==> config.mk <==
export PLATFORM = sky130hd
export DESIGN_NAME = i2c_line_to_byte_bridge
export DESIGN_NICKNAME = d
export VERILOG_FILES = /design/src/rtl/core/i2cb_pkg.sv /design/src/rtl/core/i2cb_decoder.sv /design/src/rtl/core/i2c_line_to_byte_bridge.sv
export VERILOG_INCLUDE_DIRS = /design/src /design/src/rtl/core
export SDC_FILE = /design/constraint.sdc
export NUM_CORES = 1
export LEC_CHECK = 0
export BUFFER_PORTS_ARGS = -buffer_cell sky130_fd_sc_hd__buf_2
export CORE_ASPECT_RATIO = 0.9
export CORE_MARGIN = 4
export CORE_UTILIZATION = 50
export DETAILED_ROUTE_END_ITERATION = 10
export PLACE_DENSITY_LB_ADDON = 0.05
export SLEW_MARGIN = 20
export SYNTH_ARGS = -nofsm -noshare
export SYNTH_HDL_FRONTEND = slang
export SYNTH_SLANG_ARGS = --single-unit
==> constraint.sdc <==
create_clock -name clk -period 1.9 [get_ports clk]
set_input_delay 0.285 -clock clk [delete_from_list [all_inputs] [get_ports clk]]
set_output_delay 0.285 -clock clk [all_outputs]
set_load 0.05 [all_outputs]
==> src/rtl/core/assert_macros.svh <==
// Assertion macros shared by the bridge RTL.
// Included by the files that carry concurrent checks; no other dependencies.
`ifndef ASSERT_MACROS_SVH
`define ASSERT_MACROS_SVH

// Condition must hold at every clock edge outside reset.
`define ASSERT_ALWAYS(lbl, clk, rst, cond, msg) \
  lbl: assert property (@(posedge clk) disable iff (rst) (cond)) else $error(msg);

// Antecedent implies consequent in the same cycle.
`define ASSERT_IMPLY(lbl, clk, rst, ante, cons, msg) \
  lbl: assert property (@(posedge clk) disable iff (rst) (ante) |-> (cons)) else $error(msg);

// Antecedent implies consequent in the following cycle.
`define ASSERT_NEXT(lbl, clk, rst, ante, cons, msg) \
  lbl: assert property (@(posedge clk) disable iff (rst) (ante) |=> (cons)) else $error(msg);

`endif

==> src/rtl/core/i2cb_pkg.sv <==
// Shared types and constants for the I2C line-to-byte bridge.
// No dependencies; used by i2cb_decoder and i2c_line_to_byte_bridge.
`timescale 1ns / 1ps

package i2cb_pkg;

  localparam int IN_TDATA_W  = 16;
  localparam int OUT_TDATA_W = 24;

  // transfer_mode codes
  localparam logic [1:0] MODE_WRITE = 2'd0;
  localparam logic [1:0] MODE_READ  = 2'd1;
  localparam logic [1:0] MODE_ADDR  = 2'd2;

  localparam logic [3:0] BIT_ACK_DRIVE = 4'd8;
  localparam logic [3:0] BIT_ACK_SAMPLE = 4'd9;

  // First field in the highest bits: members listed from MSB down.
  typedef struct packed {
    logic [7:0] device_read_data;
    logic       device_ack;
    logic       sda_in;
    logic       scl_in;
  } in_item_t;

  typedef struct packed {
    logic       scl_readback;
    logic       sda_readback;
    logic [7:0] written_byte;
    logic       direction_read;
    logic [6:0] target_address;
    logic       stop_request;
    logic       read_request;
    logic       write_request;
    logic       start_request;
  } out_item_t;

  localparam int IN_BITS  = $bits(in_item_t);
  localparam int OUT_BITS = $bits(out_item_t);
  localparam int OUT_PAD  = OUT_TDATA_W - OUT_BITS;

  typedef struct packed {
    logic       last_scl;
    logic       last_sda;
    logic       slave_drive;
    logic       in_transfer;
    logic       address_valid;
    logic [6:0] device_address;
    logic [1:0] transfer_mode;
    logic       addr_marker;
    logic [3:0] bit_count;
    logic [7:0] shift_byte;
  } bus_state_t;

  localparam bus_state_t STATE_RESET = '{
    last_scl:       1'b1,
    last_sda:       1'b1,
    slave_drive:    1'b1,
    in_transfer:    1'b0,
    address_valid:  1'b0,
    device_address: 7'd0,
    transfer_mode:  MODE_WRITE,
    addr_marker:    1'b0,
    bit_count:      4'd0,
    shift_byte:     8'd0
  };

endpackage

==> src/rtl/core/i2cb_decoder.sv <==
// Bus state tracker: start/stop detect, bit shifting and device requests.
// Depends on i2cb_pkg and assert_macros.svh.
`timescale 1ns / 1ps
`include "assert_macros.svh"

module i2cb_decoder (
  input  logic                clk,
  input  logic                rst,
  input  logic                step,
  input  i2cb_pkg::in_item_t  item,
  output i2cb_pkg::out_item_t result
);

  i2cb_pkg::bus_state_t state;
  i2cb_pkg::bus_state_t state_next;

  always_comb begin
    i2cb_pkg::bus_state_t nx;
    logic       plain_read;
    logic       req_start;
    logic       req_write;
    logic       req_read;
    logic       req_stop;
    logic [7:0] wbyte;
    logic [3:0] cnt;

    nx         = state;
    plain_read = !state.addr_marker && (state.transfer_mode == i2cb_pkg::MODE_READ);
    req_start  = 1'b0;
    req_write  = 1'b0;
    req_read   = 1'b0;
    req_stop   = 1'b0;
    wbyte      = 8'd0;
    cnt        = state.bit_count + 4'd1;

    priority if (state.last_scl && item.scl_in) begin
      priority if (state.last_sda && !item.sda_in) begin
        // start condition
        nx.in_transfer   = 1'b1;
        nx.bit_count     = 4'd0;
        nx.address_valid = 1'b0;
        nx.transfer_mode = i2cb_pkg::MODE_ADDR;
        nx.addr_marker   = 1'b0;
        nx.slave_drive   = 1'b1;
      end else if (!state.last_sda && item.sda_in) begin
        // stop condition
        nx.in_transfer   = 1'b0;
        req_stop         = state.address_valid;
        nx.address_valid = 1'b0;
        nx.slave_drive   = 1'b1;
      end else begin
      end
    end else if (!state.last_scl && item.scl_in && state.in_transfer) begin
      nx.bit_count = cnt;
      if (state.bit_count < 4'd8) begin
        if (plain_read) begin
          nx.slave_drive = state.shift_byte[7];
          nx.shift_byte  = {state.shift_byte[6:0], 1'b0};
        end else begin
          nx.shift_byte  = {state.shift_byte[6:0], item.sda_in};
        end
      end
      priority if (cnt == i2cb_pkg::BIT_ACK_DRIVE) begin
        priority if (!state.addr_marker && state.transfer_mode == i2cb_pkg::MODE_ADDR) begin
          nx.device_address = nx.shift_byte[7:1];
          nx.address_valid  = 1'b1;
          nx.transfer_mode  = {1'b0, nx.shift_byte[0]};
          req_start         = 1'b1;
          nx.slave_drive    = !item.device_ack;
          if (item.device_ack && nx.shift_byte[0]) begin
            req_read      = 1'b1;
            nx.shift_byte = item.device_read_data;
          end
          nx.addr_marker    = 1'b1;
        end else if (!state.addr_marker && state.transfer_mode == i2cb_pkg::MODE_WRITE) begin
          req_write      = 1'b1;
          wbyte          = nx.shift_byte;
          nx.slave_drive = !item.device_ack;
        end else begin
        end
      end else if (cnt == i2cb_pkg::BIT_ACK_SAMPLE) begin
        if (plain_read) begin
          // master ack fetches the next byte
          if (!item.sda_in) begin
            req_read      = 1'b1;
            nx.shift_byte = item.device_read_data;
          end
        end else begin
          nx.addr_marker   = 1'b0;
          nx.transfer_mode = {1'b0, state.transfer_mode[0]};
        end
        nx.bit_count = 4'd0;
      end else begin
      end
    end else if (state.last_scl && !item.scl_in && state.bit_count != i2cb_pkg::BIT_ACK_DRIVE) begin
      nx.slave_drive = 1'b1;
    end else begin
    end

    nx.last_scl = item.scl_in;
    nx.last_sda = item.sda_in;
    state_next  = nx;

    result.start_request  = req_start;
    result.write_request  = req_write;
    result.read_request   = req_read;
    result.stop_request   = req_stop;
    result.target_address = req_stop ? state.device_address :
                            (nx.address_valid ? nx.device_address : 7'd0);
    result.direction_read = (nx.transfer_mode == i2cb_pkg::MODE_READ);
    result.written_byte   = wbyte;
    result.sda_readback   = item.sda_in & nx.slave_drive;
    result.scl_readback   = item.scl_in;
  end

  always_ff @(posedge clk) begin
    if (rst) begin
      state <= i2cb_pkg::STATE_RESET;
    end else if (step) begin
      state <= state_next;
    end
  end

  `ASSERT_ALWAYS(a_bit_count_range, clk, rst, state.bit_count <= i2cb_pkg::BIT_ACK_SAMPLE,
    "bit counter ran past the ack bit")
  `ASSERT_IMPLY(a_one_request, clk, rst, step,
    $onehot0({result.start_request, result.write_request, result.stop_request}),
    "start, write and stop requested together")
  `ASSERT_NEXT(a_start_opens, clk, rst,
    step && state.last_scl && item.scl_in && state.last_sda && !item.sda_in,
    state.in_transfer && state.transfer_mode == i2cb_pkg::MODE_ADDR,
    "start condition did not open an address phase")

endmodule

==> src/rtl/core/i2c_line_to_byte_bridge.sv <==
// I2C line-to-byte bridge: top level with input and result registers.
// Each beat passes the input register, then the result register. Throughput: one
// beat per cycle unless m_axis stalls; input register refills while a result waits.
// Reset (rst, synchronous, active high): bus state returns to idle with lines
// released, both stages empty. Depends on i2cb_pkg, i2cb_decoder, assert_macros.svh.
`timescale 1ns / 1ps
`include "assert_macros.svh"

module i2c_line_to_byte_bridge (
  input  logic                              clk,
  input  logic                              rst,
  // slave side: one line sample per beat
  input  logic                              s_axis_tvalid,
  output logic                              s_axis_tready,
  // [0] scl_in, [1] sda_in, [2] device_ack, [10:3] device_read_data, rest zero
  input  logic [i2cb_pkg::IN_TDATA_W-1:0]   s_axis_tdata,
  // master side: one result per beat
  output logic                              m_axis_tvalid,
  input  logic                              m_axis_tready,
  // [0] start_request, [1] write_request, [2] read_request, [3] stop_request,
  // [10:4] target_address, [11] direction_read, [19:12] written_byte,
  // [20] sda_readback, [21] scl_readback, rest zero
  output logic [i2cb_pkg::OUT_TDATA_W-1:0]  m_axis_tdata
);

  // Stage 1: captured line sample.
  logic                in_valid;
  i2cb_pkg::in_item_t  in_item;

  // Stage 2: result register.
  i2cb_pkg::out_item_t out_item;
  i2cb_pkg::out_item_t result;

  logic advance;  // result register free or draining this cycle
  logic step;     // stage 1 beat moves into the result register

  assign advance       = !m_axis_tvalid || m_axis_tready;
  assign step          = in_valid && advance;
  assign s_axis_tready = !in_valid || advance;

  always_ff @(posedge clk) begin
    if (rst) begin
      in_valid      <= 1'b0;
      m_axis_tvalid <= 1'b0;
    end else begin
      if (s_axis_tvalid && s_axis_tready) begin
        in_valid <= 1'b1;
      end else if (step) begin
        in_valid <= 1'b0;
      end
      if (advance) begin
        m_axis_tvalid <= in_valid;
      end
    end
  end

  // Payload registers, no reset.
  always_ff @(posedge clk) begin
    if (s_axis_tvalid && s_axis_tready) begin
      in_item <= i2cb_pkg::in_item_t'(s_axis_tdata[i2cb_pkg::IN_BITS-1:0]);
    end
    if (step) begin
      out_item <= result;
    end
  end

  // Bus state only moves when a sample is committed to the result register,
  // so stalls on the master side never skip or repeat an edge.
  i2cb_decoder u_decoder (
    .clk    (clk),
    .rst    (rst),
    .step   (step),
    .item   (in_item),
    .result (result)
  );

  assign m_axis_tdata = {{i2cb_pkg::OUT_PAD{1'b0}}, out_item};

  `ASSERT_IMPLY(a_ready_when_empty, clk, rst, !m_axis_tvalid, s_axis_tready,
    "input stalled with an empty result register")
  `ASSERT_NEXT(a_step_fills_output, clk, rst, step, m_axis_tvalid,
    "committed sample produced no result beat")

endmodule

Yosys cells after proc, flatten, opt, wreduce, memory -nomap -nowiden
Cells that the tools add are included.
{"block": "totals", "reg_bits": 62, "inputBits": 20, "out_inout_bits": 26, "wordCells": 122}
{"block": "op_classes", "add_sub_neg": 1, "n_lt_le_gt_ge": 1, "eq_ne": 9, "muxes": 45, "n_bitwise": 5, "n_reduce_logical": 36}
{"cell": "2-to-1 mux 8 bit", "count": 9}
{"cell": "2-to-1 mux 7 bit", "count": 5}
{"cell": "2-to-1 mux 1 bit", "count": 23}
{"cell": "2-to-1 mux 23 bit", "count": 1}
{"cell": "2-to-1 mux 15 bit", "count": 1}
{"cell": "logical AND 1 bit", "count": 13}
{"cell": "2-to-1 mux 3 bit", "count": 4}
{"cell": "2-to-1 mux 11 bit", "count": 1}
{"cell": "AND reduction 3 bit", "count": 3}
{"cell": "== test 4 bit (second input constant)", "count": 2}
{"cell": "zero test 1 bit", "count": 8}
{"cell": "AND reduction 6 bit", "count": 1}
{"cell": "nonzero test 2 bit", "count": 3}
{"cell": "OR reduction 5 bit", "count": 1}
{"cell": "adder 4 x 1 -> 4 bit (second input constant)", "count": 1}
{"cell": "== test 2 x 1 -> 1 bit (second input constant)", "count": 2}
{"cell": "less-than comparator 4 bit (second input constant)", "count": 1}
{"cell": "2-to-1 mux 4 bit", "count": 1}
{"cell": "inequality test 4 bit (second input constant)", "count": 1}
{"cell": "inverter 1 bit", "count": 4}
{"cell": "OR reduction 4 bit", "count": 1}
{"cell": "inequality test 3 x 2 -> 1 bit (second input constant)", "count": 1}
{"cell": "inequality test 3 bit (second input constant)", "count": 1}
{"cell": "nonzero test 3 bit", "count": 1}
{"cell": "7 further kinds", "count": 8}

Longest topological paths before layout
{"block": "depth", "word_depth": 14, "mapped_depth": 8, "depth_no_buf": 7}

Modules after synthesis
A second synthesis with hierarchy kept.
{"block": "hier_totals", "cells_unflattened": 253, "area_unflattened_um2": 2934.1}
{"mod": "i2cb_decoder", "n_inst": 1, "cells_per_inst": 207, "area_per_inst_um2": 1820.5, "seq_area_each_um2": 540.5}
{"mod": "i2c_line_to_byte_bridge", "n_inst": 1, "cells_per_inst": 46, "area_per_inst_um2": 1113.6, "seq_area_each_um2": 1031.0}

Least setup slack after synthesis
Ideal clock, no wire load.
{"block": "synth_timing", "path_kind": "flip-flop to flip-flop", "from": "register m_axis_tvalid", "to": "register in_item[0] (netlist bit) (enable)", "setup_time_ns": 0.293, "arrival_ns": 1.779, "required_time_ns": 1.607, "slack_ns": -0.172, "path_stages_with_launch": 4, "n_path_buf": 0, "synth_period_minus_slack_ns": 2.072, "cell_sequence": "dfxtp_1 > nor2b_1 > nand2_1 > and2_1"}
{"block": "synth_via", "elab_chain_cells": 4}
{"item": "start, declared", "line": "i2c_line_to_byte_bridge.sv:18", "rtl": "output logic m_axis_tvalid,"}
{"item": "start signal, assigned", "line": "i2c_line_to_byte_bridge.sv:52", "rtl": "m_axis_tvalid <= in_valid;"}
{"item": "zero test 1 bit", "line": "i2c_line_to_byte_bridge.sv:37", "rtl": "assign advance = !m_axis_tvalid || m_axis_tready;"}
{"item": "logical OR 1 bit", "line": "i2c_line_to_byte_bridge.sv:37"}
{"item": "logical OR 1 bit", "line": "i2c_line_to_byte_bridge.sv:39", "rtl": "assign s_axis_tready = !in_valid || advance;"}
{"item": "net s_axis_tready", "line": "i2c_line_to_byte_bridge.sv:14", "rtl": "output logic s_axis_tready,"}
{"item": "logical AND 1 bit", "line": "i2c_line_to_byte_bridge.sv:59", "rtl": "if (s_axis_tvalid && s_axis_tready) begin"}
{"item": "end signal, assigned", "line": "i2c_line_to_byte_bridge.sv:60", "rtl": "in_item <= i2cb_pkg::in_item_t'(s_axis_tdata[i2cb_pkg::IN_BITS-1:0]);"}
{"item": "end, declared", "line": "i2c_line_to_byte_bridge.sv:28", "rtl": "i2cb_pkg::in_item_t in_item;"}
The timed path passes the listed nets, and every way through them passes these cells.
A chain may end at the register's enable or synchronous reset.

Final worst setup path
{"block": "layout_timing", "from": "register u_decoder.state[8] (netlist bit)", "to": "register u_decoder.state[3] (netlist bit)"}
{"block": "layout_via", "elab_chain_cells": 8, "word_cells_on_any_way": 14, "classes_between": "1 x add/sub; 1 x order compare; 2 x eq/ne; 9 x mux; 1 x reduce/logical"}
{"item": "start, declared", "line": "i2cb_decoder.sv:14", "rtl": "i2cb_pkg::bus_state_t state;"}
{"item": "start signal, assigned", "line": "i2cb_decoder.sv:118", "rtl": "state <= i2cb_pkg::STATE_RESET;"}
{"item": "start signal, assigned", "line": "i2cb_decoder.sv:120", "rtl": "state <= state_next;"}
{"item": "less-than comparator 4 bit", "line": "i2cb_decoder.sv:55", "rtl": "if (state.bit_count < 4'd8) begin"}
{"item": "2-to-1 mux 8 bit", "line": "i2cb_decoder.sv:55"}
{"item": "2-to-1 mux 8 bit", "line": "i2cb_decoder.sv:53", "rtl": "end else if (!state.last_scl && item.scl_in && state.in_transfer) begin"}
{"item": "2-to-1 mux 8 bit", "line": "i2cb_decoder.sv:36", "rtl": "priority if (state.last_scl && item.scl_in) begin"}
{"item": "2-to-1 mux 8 bit / logical AND 1 bit (equally long branches)", "line": "i2cb_decoder.sv:84, i2cb_decoder.sv:70"}
{"item": "2-to-1 mux 8 bit, on equally long branches", "line": "i2cb_decoder.sv:82, i2cb_decoder.sv:70"}
{"item": "2-to-1 mux 15 bit / 2-to-1 mux 8 bit (equally long branches)", "line": "i2cb_decoder.sv:81, i2cb_decoder.sv:64"}
{"item": "2-to-1 mux 8 bit (*)", "line": "i2cb_decoder.sv:63", "rtl": "priority if (cnt == i2cb_pkg::BIT_ACK_DRIVE) begin"}
Every way passes the cells marked *; elsewhere a longest branch is shown, timed or not. The select of a mux whose other input is x is not followed.

==> flow_metrics.tcl <==
set metrics [dict create \
    clock-sinks 62 \
    finalCritPeriodShare 1.01 \
    power.density_mw_per_mm2 631 \
    row_count 28 \
    grt_max_degree 33 \
    synth_area_leaders "edfxtp_1, dfxtp_1, mux2i_1" \
    h-tree-depth 3 \
    final_cell_count_no_fill 508 \
    placed_area_mm2 0.00396 \
    drv_cap 0 \
    p_sw_uw 768 \
    die_area_mm2 0.00829 \
    outcome "finished with violations" \
    drt_pre_antenna_iters 4 \
    finalPower_uw 2770 \
    ir_worst_vdd_v 0.000578 \
    dp_hpwl_um 5600 \
    fillCellCount 539 \
    yosysTopAreaCellShare 0.288 \
    via_count 2873 \
    post_drt_wl_per_cell_um 16.5 \
    stdcell_area_mm2 0.00439 \
    min_period_ns 1.91 \
    cts_root_buffer "clkbuf_8" \
    required_ns 2.12 \
    leakagePower_uw 0.00166 \
    post_route_cells_drive_above_1_share 0.400 \
    grt_pass1_vias 2716 \
    io_buffer_count 38 \
    reg2reg_slack_ns -0.01 \
    hold_buffers 0 \
    hp-start "s_axis_tdata[2]" \
    start_kind "register" \
    max_stage_delay_ns 0.41 \
    seq_power_share 0.533 \
    antenna_found_initial 0 \
    post-route-util 0.663 \
    syn_area_mm2 0.00345 \
    timing.final.ws_setup_ns -0.0124 \
    maxSlewHeadroom 0.521 \
    intPower_uw 2000 \
    p_clk_frac 0.370 \
    ys_ff_latch 62 \
    crit_arrival_ns 2.14 \
    drt_iter0_markers 154 \
    max_freq_mhz 523 \
    drt_wl_total_um 8370 \
    path_max_fanout 8 \
    synth.yosys.seq_area_share 0.456 \
    initial_core_util 0.520 \
    cp_cell_sequence "ha_4 > buf_6 > nor2b_4 > and4bb_4 > a41oi_4 > o211ai_1 > a2111oi_1" \
    hold_path_class "in -> reg" \
    finalHoldViolCount 0 \
    critical_path_class "reg -> reg" \
    r2r-start "u_decoder.state[8]" \
    async_reset_ff_frac 0 \
    crit_buf_inv 1 \
    worstMarginPinSlew_ns 0.718 \
    clk_pin_slew_ns 0.07 \
    final-seq-area_mm2 0.00158 \
    synth_edf_count 33 \
    tritoncts "done" \
    hold_depth 1 \
    cp-end-kind "register" \
    core_mm2 0.00662 \
    swShare 0.277 \
    skew_ns 0.00660 \
    timing.setup.tns_ns -0.0403 \
    drc 0 \
    combPwrFrac 0.097 \
    cp_top_family "compound AO/OA/AOI/OAI gates" \
    layout_commonest_cell "buf_4" \
    dieHeight_um 86.8 \
    finalSetupViolations 5 \
    final_cell_mix "buf_4, buf_2, edfxtp_1, dfxtp_1" \
    reg2regPathDepth 7 \
    syn_inst 330 \
    nNetsFinal 439 \
    slew_viol_final 0 \
    die_w_um 95.5 \
    area_delta_synth_final_pct 27.5 \
    track_usage 0.212 \
    multi_input_area_mm2 0.00177 \
    crit_slowest_cell "dfxtp_4" \
    ios 46 \
    avgSynthCellArea_um2 10.4 \
    yosysUniqueCellTypes 60 \
    ant_nets 0 \
    grt-ovfl-total 0 \
    dp_cells 483 \
    rsz0062_at_grt "true" \
    insertion_delay_ns 0.34 \
    synthFlopType "edfxtp_1" \
    diodes 0 \
    yosysWarnings 0 \
    violations "negative setup slack" \
    worst_r2r_endpoint "u_decoder.state[3]" \
    avgViaCountPerCell 5.66 \
    yosys.area.top_type "edfxtp_1" \
    place.gp.congestion 0.788 \
    hold_end "in_item[2]" \
    cts_buffer_depth 2 \
    cts_buffers 9 \
    grt_pass1_wl_um 13400 \
]
## cells by family after synthesis
| group | share of synthesized area |
|---|---|
| adder cells (fa/ha/maj) | 0.0218 |
| buffers and inverters | 0.0875 |
| AND/OR/NAND/NOR | 0.189 |
| multiplexers | 0.0726 |
| AO/OA/AOI/OAI | 0.172 |
| other | 0.00109 |
| flip-flops | 0.456 |
## how the worst max path moves through the flow
stage                             startpoint                 end  slack, ns  cells past startpoint
after floorplan           u_decoder.state[8]  u_decoder.state[1]      0.007                      8
final                     u_decoder.state[8]  u_decoder.state[3]      -0.01                      7
after global routing      u_decoder.state[8]  u_decoder.state[7]      -0.11                      7
after global placement    u_decoder.state[9]  u_decoder.state[5]      -0.03                      7
after detailed placement  u_decoder.state[9]  u_decoder.state[2]      -0.12                      7
after CTS                 u_decoder.state[8]  u_decoder.state[3]      -0.01                      7
## power groups by stage
stage | clock, uW | sequential [uW] | combinational [uW]
floorplan | 0 | 1590 | 97.2
global placement | 0 | 1510 | 243
detailed placement | 0 | 1510 | 247
CTS | 1060 | 1480 | 248
global route | 1130 | 1480 | 284
finish | 1030 | 1480 | 268
## cell usage after synthesis (all sizes together) (4+ instances only)
cell type,count
nand2,26
mux2i,25
dfxtp,29
clkbuf,12
o211ai,7
nor3,17
a21o,8
a211oi,4
nor2b,4
nor2,28
edfxtp,33
a21oi,20
or3,8
o21ai,19
buf,10
nand3,4
inv,18
a2111oi,7
ha,6
## timing repair
action,CTS,global route
setup endpoints to repair,10,35
pin swaps,16,14
setup buffers,1,7
resized for setup,20,35
cloned,1,1
## state kept, by name, summed over array words and instances, names as in the netlist
register         flops
u_decoder.state     27
in_item             11
m_axis_tdata        22
m_axis_tvalid        1
in_valid             1
## layout make-up
type                    count  area share
well taps                  90      0.0256
repair buffers             94       0.156
clock buffers               9      0.0282
multi-input cells         228       0.402
clock inverters             7      0.0111
flip-flops and latches     62       0.360
inverters                  18      0.0171
## through the flow
stage                     hold WS, ns  worst slack (ns)
after floorplan                 0.362           0.00711
after global placement          0.456           -0.0271
after detailed placement        0.463            -0.120
after CTS                       0.100          -0.00988
after global routing           0.0984            -0.111
final                           0.115           -0.0124
## metal layers
metal / up-vias / track usage / routed length (um)
met3: 13 / 0.0521 / 377
met2: 71 / 0.324 / 4040
met5: - / 0 / 0
met1: 1410 / 0.292 / 3840
met4: 0 / 0.0775 / 111
li1: 1379 / - / -
Note: power is estimated with default switching activity, not from simulation.
